<file path="config.mk">
export PLATFORM = sky130hd
export DESIGN_NAME = aessd_ctrl
export DESIGN_NICKNAME = d
export VERILOG_FILES = /design/src/rtl/aessd_pkg.sv /design/src/rtl/aessd_ctrl.sv
export SDC_FILE = /design/constraint.sdc
export NUM_CORES = 1
export LEC_CHECK = 0
export BUFFER_PORTS_ARGS = -buffer_cell sky130_fd_sc_hd__buf_2
export CORE_MARGIN = 1
export CORE_UTILIZATION = 47
export CTS_BUF_LIST = sky130_fd_sc_hd__clkbuf_4
export CTS_CLUSTER_SIZE = 12
export DETAILED_ROUTE_END_ITERATION = 16
export PLACE_DENSITY = 0.77
export SKIP_CTS_REPAIR_TIMING = 1
export SYNTH_ARGS = -nofsm -noshare
export SYNTH_HDL_FRONTEND = slang
export SYNTH_SLANG_ARGS = --single-unit
</file>
<file path="constraint.sdc">
create_clock -name clk_i -period 2.55 [get_ports clk_i]
set_clock_uncertainty 0.1 [all_clocks]
set_input_delay 0.765 -clock clk_i [delete_from_list [all_inputs] [get_ports clk_i]]
set_output_delay 0.765 -clock clk_i [all_outputs]
set_load 0.005 [all_outputs]
</file>
<file path="src/rtl/aessd_pkg.sv">
package aessd_pkg;

  localparam int unsigned AES_ROUNDS_DEF = 14;
  localparam int unsigned BLOCK_BYTES    = 16;
  localparam int unsigned CFG_IDX_W      = 8;

  // configuration register indexes
  localparam logic [CFG_IDX_W-1:0] CFG_KEY_HIGH = 8'd0;
  localparam logic [CFG_IDX_W-1:0] CFG_KEY_LOW  = 8'd1;

  // result status codes
  localparam logic [1:0] STATUS_OK      = 2'd0;
  localparam logic [1:0] STATUS_BAD_PAD = 2'd1;
  localparam logic [1:0] STATUS_TRUNC   = 2'd2;

  typedef struct packed {
    logic [63:0] cipher_high;
    logic [63:0] cipher_low;
    logic [4:0]  byte_count;
    logic        final_block;
  } in_item_t;

  typedef struct packed {
    logic [63:0] plain_high;
    logic [63:0] plain_low;
    logic [4:0]  valid_bytes;
    logic        end_of_stream;
    logic [1:0]  status;
  } out_item_t;

  // controller to datapath
  typedef struct packed {
    logic capture;
    logic kx_init;
    logic kx_step;
    logic kx_save;
    logic load_held;
    logic load_cur;
    logic hold_cur;
    logic round;
    logic out_held;
    logic out_cur;
    logic out_trunc;
  } ctrl_cmd_t;

  // datapath to controller
  typedef struct packed {
    logic held_valid;
    logic count_ok;
    logic final_block;
    logic last_round;
    logic kx_last;
    logic out_free;
  } ctrl_sts_t;

  // gf(2^8) helpers, used at elaboration to build the s-box tables
  function automatic logic [7:0] gf_mul(input logic [7:0] a, input logic [7:0] b);
    logic [7:0] r;
    logic [7:0] x;
    r = '0;
    x = a;
    for (int i = 0; i < 8; i++) begin
      if (b[i]) r = r ^ x;
      x = x[7] ? ({x[6:0], 1'b0} ^ 8'h1b) : {x[6:0], 1'b0};
    end
    return r;
  endfunction

  function automatic logic [7:0] gf_inv(input logic [7:0] a);
    logic [7:0] r;
    logic [7:0] p;
    logic [7:0] e;
    r = 8'h01;
    p = a;
    e = 8'd254;
    for (int i = 0; i < 8; i++) begin
      if (e[i]) r = gf_mul(r, p);
      p = gf_mul(p, p);
    end
    return r;
  endfunction

  function automatic logic [7:0] rotl8(input logic [7:0] x, input int n);
    return 8'((x << n) | (x >> (8 - n)));
  endfunction

  function automatic logic [2047:0] gen_sbox();
    logic [2047:0] t;
    logic [7:0]    b;
    t = '0;
    for (int i = 0; i < 256; i++) begin
      b = gf_inv(8'(i));
      t[i*8 +: 8] = b ^ rotl8(b, 1) ^ rotl8(b, 2) ^ rotl8(b, 3) ^ rotl8(b, 4) ^ 8'h63;
    end
    return t;
  endfunction

  function automatic logic [2047:0] gen_isbox();
    logic [2047:0] t;
    logic [7:0]    y;
    t = '0;
    for (int i = 0; i < 256; i++) begin
      y = 8'(i);
      t[i*8 +: 8] = gf_inv(rotl8(y, 1) ^ rotl8(y, 3) ^ rotl8(y, 6) ^ 8'h05);
    end
    return t;
  endfunction

  localparam logic [2047:0] SBOX_TBL  = gen_sbox();
  localparam logic [2047:0] ISBOX_TBL = gen_isbox();

  function automatic logic [7:0] sbox(input logic [7:0] x);
    return SBOX_TBL[{x, 3'b000} +: 8];
  endfunction

  function automatic logic [7:0] isbox(input logic [7:0] x);
    return ISBOX_TBL[{x, 3'b000} +: 8];
  endfunction

  function automatic logic [31:0] sub_word(input logic [31:0] w);
    return {sbox(w[31:24]), sbox(w[23:16]), sbox(w[15:8]), sbox(w[7:0])};
  endfunction

  function automatic logic [31:0] rot_word(input logic [31:0] w);
    return {w[23:0], w[31:24]};
  endfunction

  function automatic logic [7:0] rcon(input logic [2:0] idx);
    return 8'(8'h01 << idx);
  endfunction

  function automatic logic [7:0] xtime(input logic [7:0] x);
    return x[7] ? ({x[6:0], 1'b0} ^ 8'h1b) : {x[6:0], 1'b0};
  endfunction

  // inverse mix of one column, byte 0 in the top bits
  function automatic logic [31:0] inv_mix_col(input logic [31:0] c);
    logic [7:0] a [4];
    logic [7:0] m9 [4];
    logic [7:0] m11 [4];
    logic [7:0] m13 [4];
    logic [7:0] m14 [4];
    logic [7:0] x2;
    logic [7:0] x4;
    logic [7:0] x8;
    for (int i = 0; i < 4; i++) begin
      a[i]   = c[31-8*i -: 8];
      x2     = xtime(a[i]);
      x4     = xtime(x2);
      x8     = xtime(x4);
      m9[i]  = x8 ^ a[i];
      m11[i] = x8 ^ x2 ^ a[i];
      m13[i] = x8 ^ x4 ^ a[i];
      m14[i] = x8 ^ x4 ^ x2;
    end
    return {m14[0] ^ m11[1] ^ m13[2] ^ m9[3],
            m9[0] ^ m14[1] ^ m11[2] ^ m13[3],
            m13[0] ^ m9[1] ^ m14[2] ^ m11[3],
            m11[0] ^ m13[1] ^ m9[2] ^ m14[3]};
  endfunction

endpackage

</file>
<file path="src/rtl/aessd_ctrl.sv">
module aessd_ctrl (
  input  logic                  clk_i,
  input  logic                  rst_ni,
  input  logic                  in_valid_i,
  input  logic                  cfg_valid_i,
  input  aessd_pkg::ctrl_sts_t  sts_i,
  output logic                  in_ready_o,
  output aessd_pkg::ctrl_cmd_t  cmd_o
);

  typedef enum logic [8:0] {
    S_KINIT = 9'b000000001,
    S_KEXP  = 9'b000000010,
    S_IDLE  = 9'b000000100,
    S_DISP  = 9'b000001000,
    S_DECH  = 9'b000010000,
    S_OUTH  = 9'b000100000,
    S_DECC  = 9'b001000000,
    S_OUTC  = 9'b010000000,
    S_OUTT  = 9'b100000000
  } state_e;

  state_e state_q, state_d;

  assign in_ready_o = (state_q == S_IDLE) && !cfg_valid_i;

  always_comb begin
    state_d = state_q;
    cmd_o   = '0;
    case (state_q)
      S_KINIT: begin
        cmd_o.kx_init = 1'b1;
        state_d       = S_KEXP;
      end
      S_KEXP: begin
        cmd_o.kx_step = 1'b1;
        if (sts_i.kx_last) begin
          cmd_o.kx_save = 1'b1;
          state_d       = S_IDLE;
        end
      end
      S_IDLE: begin
        if (in_valid_i && in_ready_o) begin
          cmd_o.capture = 1'b1;
          state_d       = S_DISP;
        end
      end
      S_DISP: begin
        if (sts_i.held_valid) begin
          cmd_o.load_held = 1'b1;
          state_d         = S_DECH;
        end else if (!sts_i.count_ok) begin
          state_d = S_OUTT;
        end else if (!sts_i.final_block) begin
          cmd_o.hold_cur = 1'b1;
          state_d        = S_IDLE;
        end else begin
          cmd_o.load_cur = 1'b1;
          state_d        = S_DECC;
        end
      end
      S_DECH: begin
        cmd_o.round = 1'b1;
        if (sts_i.last_round) state_d = S_OUTH;
      end
      S_OUTH: begin
        if (sts_i.out_free) begin
          cmd_o.out_held = 1'b1;
          state_d        = S_DISP;
        end
      end
      S_DECC: begin
        cmd_o.round = 1'b1;
        if (sts_i.last_round) state_d = S_OUTC;
      end
      S_OUTC: begin
        if (sts_i.out_free) begin
          cmd_o.out_cur = 1'b1;
          state_d       = S_IDLE;
        end
      end
      S_OUTT: begin
        if (sts_i.out_free) begin
          cmd_o.out_trunc = 1'b1;
          state_d         = S_IDLE;
        end
      end
      default: state_d = S_KINIT;
    endcase
    // a key write restarts the expansion
    if (cfg_valid_i) begin
      cmd_o   = '0;
      state_d = S_KINIT;
    end
  end

  always_ff @(posedge clk_i or negedge rst_ni) begin
    if (!rst_ni) begin
      state_q <= S_KINIT;
    end else begin
      state_q <= state_d;
    end
  end

endmodule

</file>
==> results.sh, run 1 <==
export IMPL_relSlewSlack_pct=71.04
export IMPL_reg_top3="state_q: 9 flops"
export IMPL_power_total_mw=0.4241
export IMPL_initial_core_util_pct=52.46
export IMPL_violations="negative setup slack"
export IMPL_rsz0062_at_grt="yes"
export IMPL_syn_area_um2=708.2
export IMPL_placed_cell_area_um2=925.9
export IMPL_die_x_um=40.82
export IMPL_worstMarginPinSlew_ns=0.4313
export IMPL_cts_buffer_depth=2
export IMPL_clkLatencyLatePin_ns=0.27
export IMPL_synth_edf_count=0
export IMPL_drc_errors=0
export IMPL_yosysSeqAreaShare_pct=31.98
export IMPL_synth_cells=84
export IMPL_synth_cell_types=38
export IMPL_crit_end="cmd_o[9]"
export IMPL_critPathArrivalTime_ns=1.91
export IMPL_fin_util_pct=76.92
export IMPL_critPathKind="in -> out"
export IMPL_worstPathRequired_ns=1.69
export IMPL_dp_final_hpwl_mm=1.519
export IMPL_synth_commonest_cells="nor2_1, dfrtp_1, nand2_1"
export IMPL_clk_pin_slew_ns=0.06
export IMPL_io_buffer_count=21
export IMPL_synth_avg_cell_area_um2=8.431
export IMPL_power_density_nw_per_um2=408.3
export IMPL_dp_slack_ns=-0.2360
export IMPL_holdWs_ns=0.2430
export IMPL_cp_end_kind="primary output"
export IMPL_drive_above_1_share_pct=46.34
export IMPL_yosysMostFrequentCell="nor2_1"
export IMPL_synth_seq_cells=9
export IMPL_grt_first_pass_wirelength_mm=2.753
export IMPL_cap_viol_max_count=0
export IMPL_drt_pass1_iter_count=4
export IMPL_boundaryPins=22
export IMPL_num_vias=823
export IMPL_setup_violations_final=12
export IMPL_drv_slew=0
export IMPL_cts_tree="yes"
export IMPL_antenna_found_initial=0
export IMPL_synthArstFlopShare_pct=100.0
export IMPL_hold_path_class="in -> async"
export IMPL_largest_reg_flops=9
export IMPL_period_needed_ns=2.773
export IMPL_placedCellCount=132
export IMPL_fin_crit_sh_pct=108.8
export IMPL_numCtsBuffers=3
export IMPL_crit_start="cfg_valid_i"
export IMPL_final_setup_tns_ns=-1.463
export IMPL_grt_start_max_net_pins=10
export IMPL_fill_cells=104
export IMPL_die_h_um=40.82
export IMPL_gp_congestion=0.8465
export IMPL_hold_viol_final=0
export IMPL_r2r_setup_slack_ns=0.58
export IMPL_status="finished with violations"
export IMPL_htreeDepth=1
export IMPL_cts_sinks=9
export IMPL_wl_per_cell_um=16.02
export IMPL_finalNonFillerCells=138
export IMPL_reg2reg_from="state_q[0]"
export IMPL_n_antenna_cell=0
export IMPL_cp_max_fo=3
export IMPL_syn_num_nets=94
export IMPL_synth_top_area_cell="dfrtp_1"
export IMPL_wirelength_mm=2.211
export IMPL_area_delta_synth_final_pct=46.64
export IMPL_grt_ovfl_total=0
export IMPL_synth_area_leaders="dfrtp_1, nor2_1, dfstp_2, nor4_1, nand2_1"
export IMPL_reg2regPathDepth=6
export IMPL_rows=13
export IMPL_synthFlopType="dfrtp_1"
export IMPL_max_freq_mhz=360.6
export IMPL_synth_warnings=0
export IMPL_die_area_um2=1666
export IMPL_synth_top_area_share_pct=28.27
export IMPL_timing_rr_end="state_q[3]"
export IMPL_worstSetupStartpointType="input port"
export IMPL_grt_pass1_vias=660
export IMPL_stdcell_area_um2=1039
export IMPL_cts_root_buf="clkbuf_4"
export IMPL_coreArea_um2=1350
export IMPL_drt_iter0_drc=25
export IMPL_ant_nets=0
export IMPL_ir_drop_mv=0.2826
export IMPL_via_per_inst=5.964
export IMPL_worst_slack_ns=-0.2234
export IMPL_nets=134
export IMPL_grt_usage_pct=25.76
export IMPL_total_leakage_power_nw=0.5378
export IMPL_top_register="state_q"
-- layout by cell type, fill, tap and decap left out, types with 3 or more instances in the layout --
cell type / n
dfrtp_1: 8
nor2_4: 3
or3_4: 3
buf_4: 16
nor2_1: 9
clkbuf_4: 4
inv_1: 3
nor3b_1: 3
and3_1: 3
nor3_1: 3
nor4_1: 3
nand2_1: 6
and2_1: 3
nand3_1: 3
buf_2: 20
-- per-layer routing --
| layer | vias up | global-route usage, % | share of wire [%] |
|---|---|---|---|
| met5 | - | 0 | 0 |
| li1 | 391 | - | - |
| met2 | 44 | 44.53 | 49 |
| met1 | 380 | 30.82 | 42 |
| met4 | 0 | 10.00 | 3.7 |
| met3 | 8 | 4.891 | 4.9 |
-- layout make-up --
class                      instances  area, um2  area share (%)
inverter                           3      11.26           1.084
sequential                         9      226.5           21.81
multi-input combinational         69      509.2           49.04
timing repair buffer              38      242.7           23.37
clock buffer                       4      30.03           2.892
tap                               15      18.77           1.807
-- kinds of logic (layout without fill, tap and decap cells) --
family | count (synthesis) | count (layout) | share of synthesized area, %
multiplexers | 1 | 1 | 1.413
XOR/XNOR | 4 | 4 | 4.948
flip-flops | 9 | 9 | 31.98
AND/OR/NAND/NOR | 50 | 50 | 41.34
AO/OA/AOI/OAI | 14 | 14 | 15.37
buffers and inverters | 6 | 45 | 4.946
-- worst max-delay path, stage by stage --
cell and delay (ns):
buf_6 0.09, or3_4 0.34, or3_4 0.36, nor3b_2 0.20, buf_2 0.14
-- report_power, final --
part	internal (mW)	switching, mW
sequential	0.154	0.00920
combinational	0.0664	0.0706
clock	0.0711	0.0525
total	0.292	0.132
-- worst min-delay path by stage --
stage                          start          to  slack, ns  cells after the start
final                         rst_ni  state_q[1]       0.24                      1
after global routing          rst_ni  state_q[5]       0.25                      1
after CTS                     rst_ni  state_q[5]       0.24                      1
after detailed placement  state_q[6]  state_q[8]       0.51                      2
after global placement    state_q[3]  state_q[3]       0.50                      3
after floorplan               rst_ni  state_q[1]       0.37                      0
Note: power is estimated with default switching activity, not from simulation.
==> run 2, diff against run 1 <==
--- a/config.mk
+++ b/config.mk
@@ -6,12 +6,12 @@
 export NUM_CORES = 1
 export LEC_CHECK = 0
 export BUFFER_PORTS_ARGS = -buffer_cell sky130_fd_sc_hd__buf_2
-export CORE_MARGIN = 1
-export CORE_UTILIZATION = 47
+export CORE_AREA = 2 2 39 41
 export CTS_BUF_LIST = sky130_fd_sc_hd__clkbuf_4
 export CTS_CLUSTER_SIZE = 12
 export DETAILED_ROUTE_END_ITERATION = 16
-export PLACE_DENSITY = 0.77
+export DIE_AREA = 0 0 41 43
+export PLACE_DENSITY = 0.83
 export SKIP_CTS_REPAIR_TIMING = 1
 export SYNTH_ARGS = -nofsm -noshare
 export SYNTH_HDL_FRONTEND = slang
==> constraint.sdc (replaced) <==
create_clock -name clk_i -period 3.5 [get_ports clk_i]
set_clock_uncertainty 0.1 [all_clocks]
set_input_delay 1.05 -clock clk_i [delete_from_list [all_inputs] [get_ports clk_i]]
set_output_delay 1.05 -clock clk_i [all_outputs]
set_load 0.005 [all_outputs]
==> run 2 against run 1 <==
First-iteration DRC count fell by 24%. Core utilization down 13 points. Critical path depth unchanged. Flip-flop and latch count is the same. Cell count is 8.0% lower. Cell area shrank 15%. Sequential power is 23% lower. Largest cell class unchanged. The run now ends clean. Worst hold slack gained 0.28 ns.
==> results.sh, run 2 (synthesized netlist as in run 1, its figures left out) <==
export IMPL_critPathArrivalTime_ns=2.25
export IMPL_dp_final_hpwl_mm=1.359
export IMPL_htreeDepth=1
export IMPL_numCtsBuffers=3
export IMPL_cts_tree="yes"
export IMPL_wirelength_mm=1.699
export IMPL_worstMarginPinSlew_ns=0.3649
export IMPL_r2r_setup_slack_ns=1.41
export IMPL_wl_per_cell_um=13.38
export IMPL_power_density_nw_per_um2=316.5
export IMPL_critPathKind="in -> out"
export IMPL_worst_slack_ns=0.1036
export IMPL_mostFrequentLayoutCell="buf_2"
export IMPL_top_register="state_q"
export IMPL_status="finished, final reports clean"
export IMPL_clkLatencyLatePin_ns=0.27
export IMPL_power_total_mw=0.2792
export IMPL_rsz0062_at_grt="no"
export IMPL_nets=122
export IMPL_fin_util_pct=63.74
export IMPL_antenna_found_initial=0
export IMPL_timing_rr_end="state_q[7]"
export IMPL_grt_first_pass_wirelength_mm=2.739
export IMPL_crit_start="cfg_valid_i"
export IMPL_n_antenna_cell=0
export IMPL_fin_crit_sh_pct=97.04
export IMPL_reg2regPathDepth=6
export IMPL_initial_core_util_pct=51.18
export IMPL_hold_path_class="in -> async"
export IMPL_coreArea_um2=1384
export IMPL_relSlewSlack_pct=75.05
export IMPL_grt_start_max_net_pins=10
export IMPL_via_per_inst=5.921
export IMPL_num_vias=752
export IMPL_worstSetupStartpointType="input port"
export IMPL_crit_end="cmd_o[9]"
export IMPL_clk_pin_slew_ns=0.06
export IMPL_grt_ovfl_total=0
export IMPL_grt_usage_pct=23.07
export IMPL_reg2reg_from="state_q[5]"
export IMPL_setup_violations_final=0
export IMPL_period_needed_ns=3.396
export IMPL_drt_pass1_iter_count=4
export IMPL_rows=14
export IMPL_cap_viol_max_count=0
export IMPL_cp_max_fo=4
export IMPL_final_cell_mix="buf_2, nor2_1, dfrtp_1"
export IMPL_reg_top3="state_q: 9 flops"
export IMPL_worstPathRequired_ns=2.35
export IMPL_ir_drop_mv=0.2128
export IMPL_die_area_um2=1763
export IMPL_area_delta_synth_final_pct=24.56
export IMPL_total_leakage_power_nw=0.4688
export IMPL_io_buffer_count=21
export IMPL_cts_root_buf="clkbuf_4"
export IMPL_placedCellCount=123
export IMPL_final_setup_tns_ns=0
export IMPL_grt_pass1_vias=634
export IMPL_largest_reg_flops=9
export IMPL_hold_viol_final=0
export IMPL_cts_sinks=9
export IMPL_drt_iter0_drc=19
export IMPL_boundaryPins=22
export IMPL_die_h_um=43
export IMPL_gp_congestion=0.8807
export IMPL_ant_nets=0
export IMPL_finalNonFillerCells=127
export IMPL_cts_buffer_depth=2
export IMPL_cp_end_kind="primary output"
export IMPL_drv_slew=0
export IMPL_max_freq_mhz=294.4
export IMPL_holdWs_ns=0.5239
export IMPL_drc_errors=0
export IMPL_dp_slack_ns=0.07328
export IMPL_placed_cell_area_um2=847.1
export IMPL_stdcell_area_um2=882.1
export IMPL_die_x_um=41
export IMPL_drive_above_1_share_pct=35.14
## run 2: cell types whose count changed in the layout (fill, tap and decap cells not counted), sizes merged
cell and change:
buf -12
## run 2: routing by layer
metal  vias up  share of wire, %  GRT usage, %
met5         -                 0             0
li1        364                 -             -
met1       339                41         31.77
met3         3               8.5         1.571
met4         0               1.6         12.00
met2        46                49         34.69
## run 2: worst min path at each step
| stage | start | to | slack (ns) | depth (start not counted) |
|---|---|---|---|---|
| finish | rst_ni | state_q[8] | 0.52 | 1 |
| global route | rst_ni | state_q[4] | 0.53 | 1 |
| CTS | state_q[3] | state_q[3] | 0.52 | 3 |
| detailed placement | state_q[3] | state_q[3] | 0.52 | 3 |
| global placement | state_q[3] | state_q[3] | 0.51 | 3 |
| floorplan | state_q[3] | state_q[3] | 0.47 | 3 |
## run 2: power breakdown
| part | total (mW) | leakage, nW | switching, mW | internal (mW) |
|---|---|---|---|---|
| sequential | 0.125 | 0.121 | 0.0128 | 0.112 |
| clock | 0.0901 | 0.0184 | 0.0383 | 0.0518 |
| combinational | 0.0638 | 0.329 | 0.0318 | 0.0320 |
| total | 0.279 | 0.469 | 0.0829 | 0.196 |
## run 2: cell type report
| type | count | area (um2) |
|---|---|---|
| multi-input cells | 69 | 451.7 |
| inverters | 3 | 11.26 |
| clock buffers | 4 | 30.03 |
| well taps | 16 | 20.02 |
| repair buffers | 26 | 142.6 |
| flip-flops and latches | 9 | 226.5 |
| fillers | 117 | 501.7 |
## run 2: critical path: stages
cell     delay [ns]
buf_2          0.12
or3_4          0.34
or3_4          0.38
nor3b_2        0.21
buf_2          0.14
